--- config.mk ---
export PLATFORM = sky130hd
export DESIGN_NAME = interval_event_merge_gap_bridge_core
export DESIGN_NICKNAME = d
export VERILOG_FILES = /design/src/hdl/iemgb_pkg.sv /design/src/hdl/interval_event_merge_gap_bridge_core.sv /design/src/hdl/iemgb_judge.sv /design/src/hdl/iemgb_out_fifo.sv
export SDC_FILE = /design/constraint.sdc
export NUM_CORES = 1
export LEC_CHECK = 0
export ABC_AREA = 0
export BUFFER_PORTS_ARGS = -buffer_cell sky130_fd_sc_hd__buf_2
export CORE_MARGIN = 3
export CORE_UTILIZATION = 63
export DETAILED_ROUTE_END_ITERATION = 8
export PLACE_DENSITY = 0.82
export SYNTH_ARGS = -nofsm -noshare
export SYNTH_HDL_FRONTEND = slang
export SYNTH_HIERARCHICAL = 1
export SYNTH_SLANG_ARGS = --single-unit
--- constraint.sdc ---
create_clock -name clk -period 8.56 [get_ports clk]
set_input_delay 0.428 -clock clk [delete_from_list [all_inputs] [get_ports clk]]
set_output_delay 0.428 -clock clk [all_outputs]
set_load 0.01 [all_outputs]
--- src/hdl/iemgb_pkg.sv ---
// ----------------------------------------------------------------------------
// iemgb_pkg
// Shared types, constants and the event judge function for the interval
// event merger with gap bridging.
// ----------------------------------------------------------------------------
package iemgb_pkg;

	localparam int POS_W   = 31;
	localparam int DEPTH_W = 16;
	localparam int GAP_W   = 16;

	localparam logic [DEPTH_W-1:0] DEPTH_MAX = {DEPTH_W{1'b1}};
	localparam logic [GAP_W-1:0]   GAP_RESET = GAP_W'(100);

	localparam logic KIND_START = 1'b0;
	localparam logic KIND_END   = 1'b1;

	// state carried from one judged event to the next
	typedef struct packed {
		logic [POS_W-1:0]   before_pos;
		logic               before_kind;
		logic               before_valid;
		logic [DEPTH_W-1:0] depth;
		logic               skip;
	} judge_st_t;

	typedef struct packed {
		judge_st_t st;
		logic      emit;
		logic      kind;
	} judge_res_t;

	// one result item
	typedef struct packed {
		logic             has;
		logic [POS_W-1:0] pos;
		logic             kind;
		logic             done;
	} result_t;

	// results pushed into the output queue for one request
	typedef struct packed {
		logic [1:0] cnt;
		result_t    r0;
		result_t    r1;
	} push_t;

	// judge one event against its lookahead and the event before it
	function automatic judge_res_t judge_event(
		input judge_st_t        st,
		input logic [POS_W-1:0] pos,
		input logic             kind,
		input logic             nxt_valid,
		input logic [POS_W-1:0] nxt_pos,
		input logic             nxt_kind,
		input logic [GAP_W-1:0] gap
	);
		judge_res_t       r;
		logic [POS_W-1:0] span;
		r      = '0;
		r.st   = st;
		r.kind = kind;
		span   = (nxt_pos >= pos) ? (nxt_pos - pos) : (pos - nxt_pos);
		// merged start, unless it is a zero-length interval
		if (kind == KIND_START && st.depth == '0 &&
			!(nxt_valid && nxt_kind == KIND_END && nxt_pos == pos)) begin
			if (!st.skip) begin
				r.emit = 1'b1;
			end else begin
				r.st.skip = 1'b0;
			end
		end
		// merged end, bridged when the next start is close
		if (kind == KIND_END && st.depth == DEPTH_W'(1) &&
			!(st.before_valid && st.before_kind == KIND_START &&
			  st.before_pos == pos)) begin
			if (nxt_valid && nxt_kind == KIND_START && span < POS_W'(gap)) begin
				r.st.skip = 1'b1;
			end
			if (!r.st.skip) begin
				r.emit = 1'b1;
			end
		end
		// saturating nesting depth
		if (kind == KIND_START) begin
			if (st.depth != DEPTH_MAX) begin
				r.st.depth = st.depth + DEPTH_W'(1);
			end
		end else begin
			if (st.depth != '0) begin
				r.st.depth = st.depth - DEPTH_W'(1);
			end
		end
		r.st.before_pos   = pos;
		r.st.before_kind  = kind;
		r.st.before_valid = 1'b1;
		return r;
	endfunction

endpackage

--- src/hdl/interval_event_merge_gap_bridge_core.sv ---
// ----------------------------------------------------------------------------
// interval_event_merge_gap_bridge_core
// Merges a sorted stream of interval start/end events into the boundaries
// of their union, dropping zero-length intervals and bridging short gaps.
// ----------------------------------------------------------------------------
//  channel | signals                                   | role
//  --------+-------------------------------------------+------------------
//  in      | in_valid/in_ready, event_position/kind,   | event requests
//          | is_last                                   |
//  out     | out_valid/out_ready, has_boundary,        | result requests
//          | boundary_position/kind, list_done         |
//  cfg     | cfg_we, cfg_wdata                         | gap_limit write
//
// One event per cycle is accepted while the queue has room; a request is
// registered, judged once the queue has room for two results, and its
// results land in a four-entry output queue.
// A last event may give two results; the queue drains them one a cycle while out_ready is high.
// in_ready drops while the input register is held for lack of queue room.
// Reset clears all list state and sets gap_limit to 100.
// ----------------------------------------------------------------------------
module interval_event_merge_gap_bridge_core (
	input  logic                        clk,
	input  logic                        arst_n,
	input  logic                        cfg_we,
	input  logic [iemgb_pkg::GAP_W-1:0] cfg_wdata,
	input  logic                        in_valid,
	output logic                        in_ready,
	input  logic [iemgb_pkg::POS_W-1:0] event_position,
	input  logic                        event_kind,
	input  logic                        is_last,
	output logic                        out_valid,
	input  logic                        out_ready,
	output logic                        has_boundary,
	output logic [iemgb_pkg::POS_W-1:0] boundary_position,
	output logic                        boundary_kind,
	output logic                        list_done
);
	import iemgb_pkg::*;

	logic [GAP_W-1:0] gap_limit_q;
	logic             valid_s1;
	logic [POS_W-1:0] pos_s1;
	logic             kind_s1;
	logic             last_s1;
	logic             step;
	logic             room2;
	push_t            push;
	result_t          head;

	assign step     = valid_s1 && room2;
	assign in_ready = !valid_s1 || step;

	// gap limit register
	always_ff @(posedge clk or negedge arst_n) begin
		if (!arst_n) begin
			gap_limit_q <= GAP_RESET;
		end else if (cfg_we) begin
			gap_limit_q <= cfg_wdata;
		end
	end

	// input register
	always_ff @(posedge clk or negedge arst_n) begin
		if (!arst_n) begin
			valid_s1 <= 1'b0;
		end else if (in_ready) begin
			valid_s1 <= in_valid;
		end
	end

	always_ff @(posedge clk) begin
		if (in_ready && in_valid) begin
			pos_s1  <= event_position;
			kind_s1 <= event_kind;
			last_s1 <= is_last;
		end
	end

	iemgb_judge u_judge (
		.clk    (clk),
		.arst_n (arst_n),
		.step   (step),
		.pos    (pos_s1),
		.kind   (kind_s1),
		.last   (last_s1),
		.gap    (gap_limit_q),
		.push   (push)
	);

	iemgb_out_fifo u_out_fifo (
		.clk       (clk),
		.arst_n    (arst_n),
		.push_en   (step),
		.push      (push),
		.pop       (out_ready),
		.not_empty (out_valid),
		.room2     (room2),
		.head      (head)
	);

	assign has_boundary      = head.has;
	assign boundary_position = head.pos;
	assign boundary_kind     = head.kind;
	assign list_done         = head.done;

endmodule

--- src/hdl/iemgb_judge.sv ---
// ----------------------------------------------------------------------------
// iemgb_judge
// Holds the lookahead event and merge state; judges the held event per step,
// and the last event as well, and produces up to two result items.
// ----------------------------------------------------------------------------
module iemgb_judge (
	input  logic                      clk,
	input  logic                      arst_n,
	input  logic                      step,
	input  logic [iemgb_pkg::POS_W-1:0] pos,
	input  logic                      kind,
	input  logic                      last,
	input  logic [iemgb_pkg::GAP_W-1:0] gap,
	output iemgb_pkg::push_t          push
);
	import iemgb_pkg::*;

	logic [POS_W-1:0] held_pos_q;
	logic             held_kind_q;
	logic             held_valid_q;
	judge_st_t        st_q;

	judge_res_t j0;
	judge_res_t j1;
	logic       e0;
	logic       e1;
	result_t    rh;
	result_t    rc;

	// held event against the new one, then the last event with no lookahead
	always_comb begin
		j0 = judge_event(st_q, held_pos_q, held_kind_q, 1'b1, pos, kind, gap);
		j1 = judge_event(j0.st, pos, kind, 1'b0, '0, KIND_START, gap);
		e0 = held_valid_q && j0.emit;
		e1 = held_valid_q && last && j1.emit;
	end

	// assemble results
	always_comb begin
		rh      = '{has: 1'b1, pos: held_pos_q, kind: j0.kind, done: 1'b0};
		rc      = '{has: 1'b1, pos: pos, kind: j1.kind, done: 1'b1};
		push    = '0;
		push.r0 = rh;
		push.r1 = rc;
		if (!last) begin
			push.cnt = {1'b0, e0};
		end else if (e0 && e1) begin
			push.cnt = 2'd2;
		end else if (e0) begin
			push.cnt     = 2'd1;
			push.r0.done = 1'b1;
		end else if (e1) begin
			push.cnt = 2'd1;
			push.r0  = rc;
		end else begin
			// bare end marker
			push.cnt = 2'd1;
			push.r0  = '{has: 1'b0, pos: '0, kind: KIND_START, done: 1'b1};
		end
	end

	// state update, cleared after each list
	always_ff @(posedge clk or negedge arst_n) begin
		if (!arst_n) begin
			held_pos_q   <= '0;
			held_kind_q  <= 1'b0;
			held_valid_q <= 1'b0;
			st_q         <= '0;
		end else if (step) begin
			if (last) begin
				held_pos_q   <= '0;
				held_kind_q  <= 1'b0;
				held_valid_q <= 1'b0;
				st_q         <= '0;
			end else begin
				held_pos_q   <= pos;
				held_kind_q  <= kind;
				held_valid_q <= 1'b1;
				if (held_valid_q) begin
					st_q <= j0.st;
				end
			end
		end
	end

endmodule

--- src/hdl/iemgb_out_fifo.sv ---
// ----------------------------------------------------------------------------
// iemgb_out_fifo
// Four-entry result queue: takes up to two results per cycle, hands out one when pop is set.
// ----------------------------------------------------------------------------
module iemgb_out_fifo (
	input  logic                clk,
	input  logic                arst_n,
	input  logic                push_en,
	input  iemgb_pkg::push_t    push,
	input  logic                pop,
	output logic                not_empty,
	output logic                room2,
	output iemgb_pkg::result_t  head
);
	import iemgb_pkg::*;

	result_t    ent_q [4];
	logic [1:0] wr_q;
	logic [1:0] rd_q;
	logic [2:0] cnt_q;
	logic [1:0] n_push;
	logic       do_pop;

	assign not_empty = cnt_q != 3'd0;
	assign room2     = cnt_q <= 3'd2;
	assign head      = ent_q[rd_q];
	assign do_pop    = pop && not_empty;
	assign n_push    = push_en ? push.cnt : 2'd0;

	// entry storage
	always_ff @(posedge clk) begin
		if (n_push != 2'd0) begin
			ent_q[wr_q] <= push.r0;
		end
		if (n_push == 2'd2) begin
			ent_q[wr_q + 2'd1] <= push.r1;
		end
	end

	// pointers and fill count
	always_ff @(posedge clk or negedge arst_n) begin
		if (!arst_n) begin
			wr_q  <= '0;
			rd_q  <= '0;
			cnt_q <= '0;
		end else begin
			wr_q  <= wr_q + n_push;
			rd_q  <= rd_q + {1'b0, do_pop};
			cnt_q <= cnt_q + {1'b0, n_push} - {2'b0, do_pop};
		end
	end

endmodule
Word level (Yosys, flattened, before mapping)
Memory sizes are Yosys's and may differ from the RTL's.
Index checks and enable logic that the tools add are counted.
- flip-flop bits (word level): 140
- RAM bits: 136
- memories: 1
- add/subtract/negate cells: 9
- magnitude comparators: 3
- equality and inequality tests: 7
- mux-type cells: 32
- bitwise operators: 3
- reductions and logical operators: 31
- memory list (memory ; words ; bits a word ; rd ports ; clocked after memory_dff ; wr ports ; RTL line ; source):
    u_out_fifo.ent_q ; 4 ; 34 ; 1 ; 0 ; 2 ; iemgb_out_fifo.sv:17 ; result_t ent_q [4];
- operators with widths (operator ; number):
    $mux 34 ; 3
    $mux 50 ; 2
    $eq 31x31->1 ; 3
    $mux 31 ; 2
    $sub 31x31->31 ; 2
    $mux 16 ; 3
    $mux 33 ; 1
    $eq 16x1->1 const B ; 2
    $logic_not 16->1 ; 2
    $ge 31x31->1 ; 1
    $lt 31x16->1 ; 1
    $logic_and 1x1->1 ; 19
    $add 16x1->16 const B ; 1
    $ne 16x16->1 const B ; 1
    $reduce_bool 16->1 ; 1
    $sub 16x1->16 const B ; 1
    $mux 1 ; 14
    $mux 2 ; 7
    $logic_not 1->1 ; 4
    $reduce_bool 2->1 ; 2
    $add 3x2->3 ; 1
    $le 3x2->1 const B ; 1
    $not 1->1 ; 3
    $reduce_bool 3->1 ; 1
    other kinds (7) ; 7

Logic depth before layout (Yosys ltp)
- word-level depth: 21
- mapped depth: 34
- depth with buffers taken out: 31

Cells and area by module
Netlist, hierarchy kept.
- modules (own cells, without submodules) (module ; times used ; cells an instance ; area each (µm²) ; seq. area each (µm²)):
    iemgb_judge ; 1 ; 1183 ; 9152.5 ; 2077.0
    iemgb_out_fifo ; 1 ; 373 ; 7103.1 ; 4259.1
    interval_event_merge_gap_bridge_core ; 1 ; 72 ; 1694.1 ; 1420.1

Worst setup path before layout
OpenSTA, ideal clock, no wires.
- path type: register -> register
- start: register pos_s1[24]
- end: memory u_out_fifo/ent_q[1][0] (netlist name), enable pin
- data arrival time: 7.443 ns
- path slack: 0.692 ns
- stages on the path, launching flop included: 31
- period minus slack after synthesis: 7.868 ns
- path through: edfxtp_1 inv_1 ha_1 buf_2 and4_1 nand4_2 or4_4 o211ai_2 a41oi_1 buf_2 clkbuf_1 nor3_1 a21oi_1 a221oi_1 xnor2_1 ha_1 a21o_1 a211oi_1 o21ai_0 o2111ai_1 a21oi_1 o221a_2 a211oi_2 o2111ai_1 nor4_4 a21oi_1 o211ai_1 a21boi_0 mux2_2 nand2_1 nor2_1
- RTL lines (item ; RTL line ; source):
    start, declared ; interval_event_merge_gap_bridge_core.sv:42 ; logic [POS_W-1:0] pos_s1;
    start signal, assigned ; interval_event_merge_gap_bridge_core.sv:73 ; pos_s1 <= event_position;
    end, declared ; iemgb_out_fifo.sv:17 ;

==> impl_metrics.tcl <==
set metrics [dict create \
    ant_nets 0 \
    crit_path_top_delay_cell "ha_1" \
    rsz0062_at_grt "false" \
    post_cts_buffers 0 \
    cts_num_sinks 276 \
    max_freq_mhz 126.9 \
    fin_hold_ws_ns 0.02502 \
    cts_root_buf "clkbuf_16" \
    die_h_um 174.8 \
    wl_um 48830 \
    pre_cts_slack_ns 0.5756 \
    setup_violations 0 \
    cts_buffers 29 \
    cap_violations 0 \
    cp_slowest_stage_delay_ns 0.60 \
    avgSynthCellArea_um2 11.03 \
    drc 0 \
    total_power_mw 7.742 \
    rows 61 \
    async_flop_share_pct 38.77 \
    drive_gt1_share_pct 24.64 \
    die-area_mm2 0.03055 \
    final-hold-violation-count 0 \
    fill_cells 2053 \
    layout_setup_ws_ns 0.6769 \
    finClkSkew_ns 0.01165 \
    synth_top_flop_cell "edfxtp_1" \
    crit_arrival_ns 8.34 \
    htreeDepth 1 \
    gp_congestion 0.9589 \
    nNetsFinal 1782 \
    layout_commonest_cell "edfxtp_1" \
    holdCritPathClass "input pin to register" \
    synthTopCellsByArea "edfxtp_1, dfrtp_1, mux2_2" \
    post-place-cells 1988 \
    die_w_um 174.8 \
    vias_per_cell 6.587 \
    yosys.area.top_type_share_pct 28.27 \
    first_iter_violations 1628 \
    ys_seq_area_share_pct 43.21 \
    crit_fanout 12 \
    ctsLongestPathBuffers 3 \
    tightest_slew_ns 1.044 \
    vias 13450 \
    track_usage_pct 31.38 \
    layout_common_cells "edfxtp_1, o21ai_0, mux2_2" \
    ir_worst_vdd_uv 264.1 \
    drv_slew 0 \
    io_pins 90 \
    design.core.area_mm2 0.02793 \
    grt.overflow.total 0 \
    fin_crit_ns 7.883 \
    power.leakage_nw 8.007 \
    critical_path_class "register to register" \
    stdcell_count 2042 \
    firstDrtPassIters 7 \
    yosysTopAreaCell "edfxtp_1" \
    grt_pass1_wl_um 75800 \
    clk_latency_ns 0.57 \
    cts_tree "done" \
    start_util_pct 64.26 \
    end_kind "register" \
    outcome "completed" \
    hpwl_um 33670 \
    slew_headroom_pct 30.40 \
    diodes 0 \
    port_buffers 89 \
    required_ns 9.01 \
    netlist_area_mm2 0.01795 \
    p_per_area_mw_per_mm2 400.9 \
    synth_warnings 6 \
    wl_per_cell_um 23.91 \
    grt_max_degree 76 \
    synth_edf_count 169 \
    antenna_found_initial 0 \
    setup_tns_ns 0 \
    synth_cells 1628 \
    post-route-period-util_pct 92.09 \
    synthDistinctLibCells 88 \
    area_growth_pct 7.584 \
    start_kind "register" \
    grt_pass1_vias 13360 \
    ys_ff_latch 276 \
    path_clk_slew_ns 0.06 \
]
## synthesized netlist by cell type (43+ instances only)
cell type  count
xor2_1        43
dfrtp_1      104
nand2_1      110
nor2_1        60
o21ai_0      152
ha_1          83
mux2_2       115
nand3_1       52
clkbuf_1      52
a21oi_1       81
edfxtp_1     169
inv_1         94
## power by group
part           switching, mW  internal [mW]  total [mW]  leakage, nW
clock                  0.536          0.700        1.24        0.466
combinational           2.59           1.67        4.26         4.58
sequential             0.358           1.89        2.24         2.96
total                   3.48           4.26        7.74         8.01
## cell type report
| type | count | area, µm² | share of cell area [%] |
|---|---|---|---|
| multi-input combinational | 1123 | 9111 | 47.18 |
| inverter | 95 | 356.6 | 1.847 |
| sequential | 276 | 7757 | 40.17 |
| tap | 378 | 473.0 | 2.449 |
| clock buffer | 34 | 764.5 | 3.959 |
| clock inverter | 19 | 162.7 | 0.8423 |
| timing repair buffer | 117 | 685.7 | 3.551 |
## metrics by stage
stage	util (%)	cell area, µm²
final	69.13	19310
after global routing	69.13	19310
after CTS	69.13	19310
after detailed placement	65.78	18370
after global placement	65.78	18370
after floorplan	-	17950
## state kept, by name (all words and copies together) (netlist names), 2 cells and up
register and count:
u_judge/held_pos_q 31, u_out_fifo/wr_q 2, u_judge/st_q 50, u_out_fifo/rd_q 2, u_out_fifo/cnt_q 3, gap_limit_q 16, pos_s1 31, u_out_fifo/ent_q 136
## metal layers
metal | vias to the layer above | global-route usage, % | routed length (µm)
met5 | - | 0 | 0
met4 | 0 | 9.043 | 1269
met3 | 91 | 5.085 | 4254
met2 | 748 | 49.06 | 22560
met1 | 6584 | 45.78 | 20750
li1 | 6028 | - | -
## repair_timing
action | in CTS | in global routing
gates resized for setup | 0 | 1
hold buffers | 1 | 0
hold endpoints to repair | 55 | 0
endpoints found under the setup margin | 0 | 74
## worst max-delay path, delay by kind of cell (launching register included)
kind,cells,cell delay [ns]
AO/OA/AOI/OAI,15,3.06
buffers and inverters,2,0.18
adder cells (fa/ha/maj),4,1.46
flip-flops,1,0.47
AND/OR/NAND/NOR,6,2.00
XOR/XNOR,4,0.59
## final timing paths
| check | endpoint | slack [ns] | depth (start not counted) | start |
|---|---|---|---|---|
| min in group asynchronous | u_judge/held_pos_q[24] | 0.47 | 2 | arst_n |
| min | pos_s1[7] | 0.03 | 1 | event_position[7] |
| max reg2reg | u_out_fifo/cnt_q[2] | 0.68 | 31 | pos_s1[12] |
| max | u_out_fifo/cnt_q[2] | 0.68 | 31 | pos_s1[12] |
| min reg2reg | u_judge/st_q[17] | 0.47 | 2 | u_judge/st_q[17] |
| max in group asynchronous | gap_limit_q[12] | 6.92 | 3 | arst_n |
## kinds of logic after synthesis
| kind of cell | count (synthesis) | share of synthesized area (%) |
|---|---|---|
| AO/OA/AOI/OAI | 406 | 15.08 |
| XOR/XNOR | 79 | 3.855 |
| adder cells (fa/ha/maj) | 86 | 6.120 |
| buffers and inverters | 230 | 6.371 |
| flip-flops | 276 | 43.21 |
| multiplexers | 199 | 15.38 |
| other | 1 | 0.02089 |
| AND/OR/NAND/NOR | 351 | 9.954 |
No activity file was read; power rests on OpenSTA's default activity.
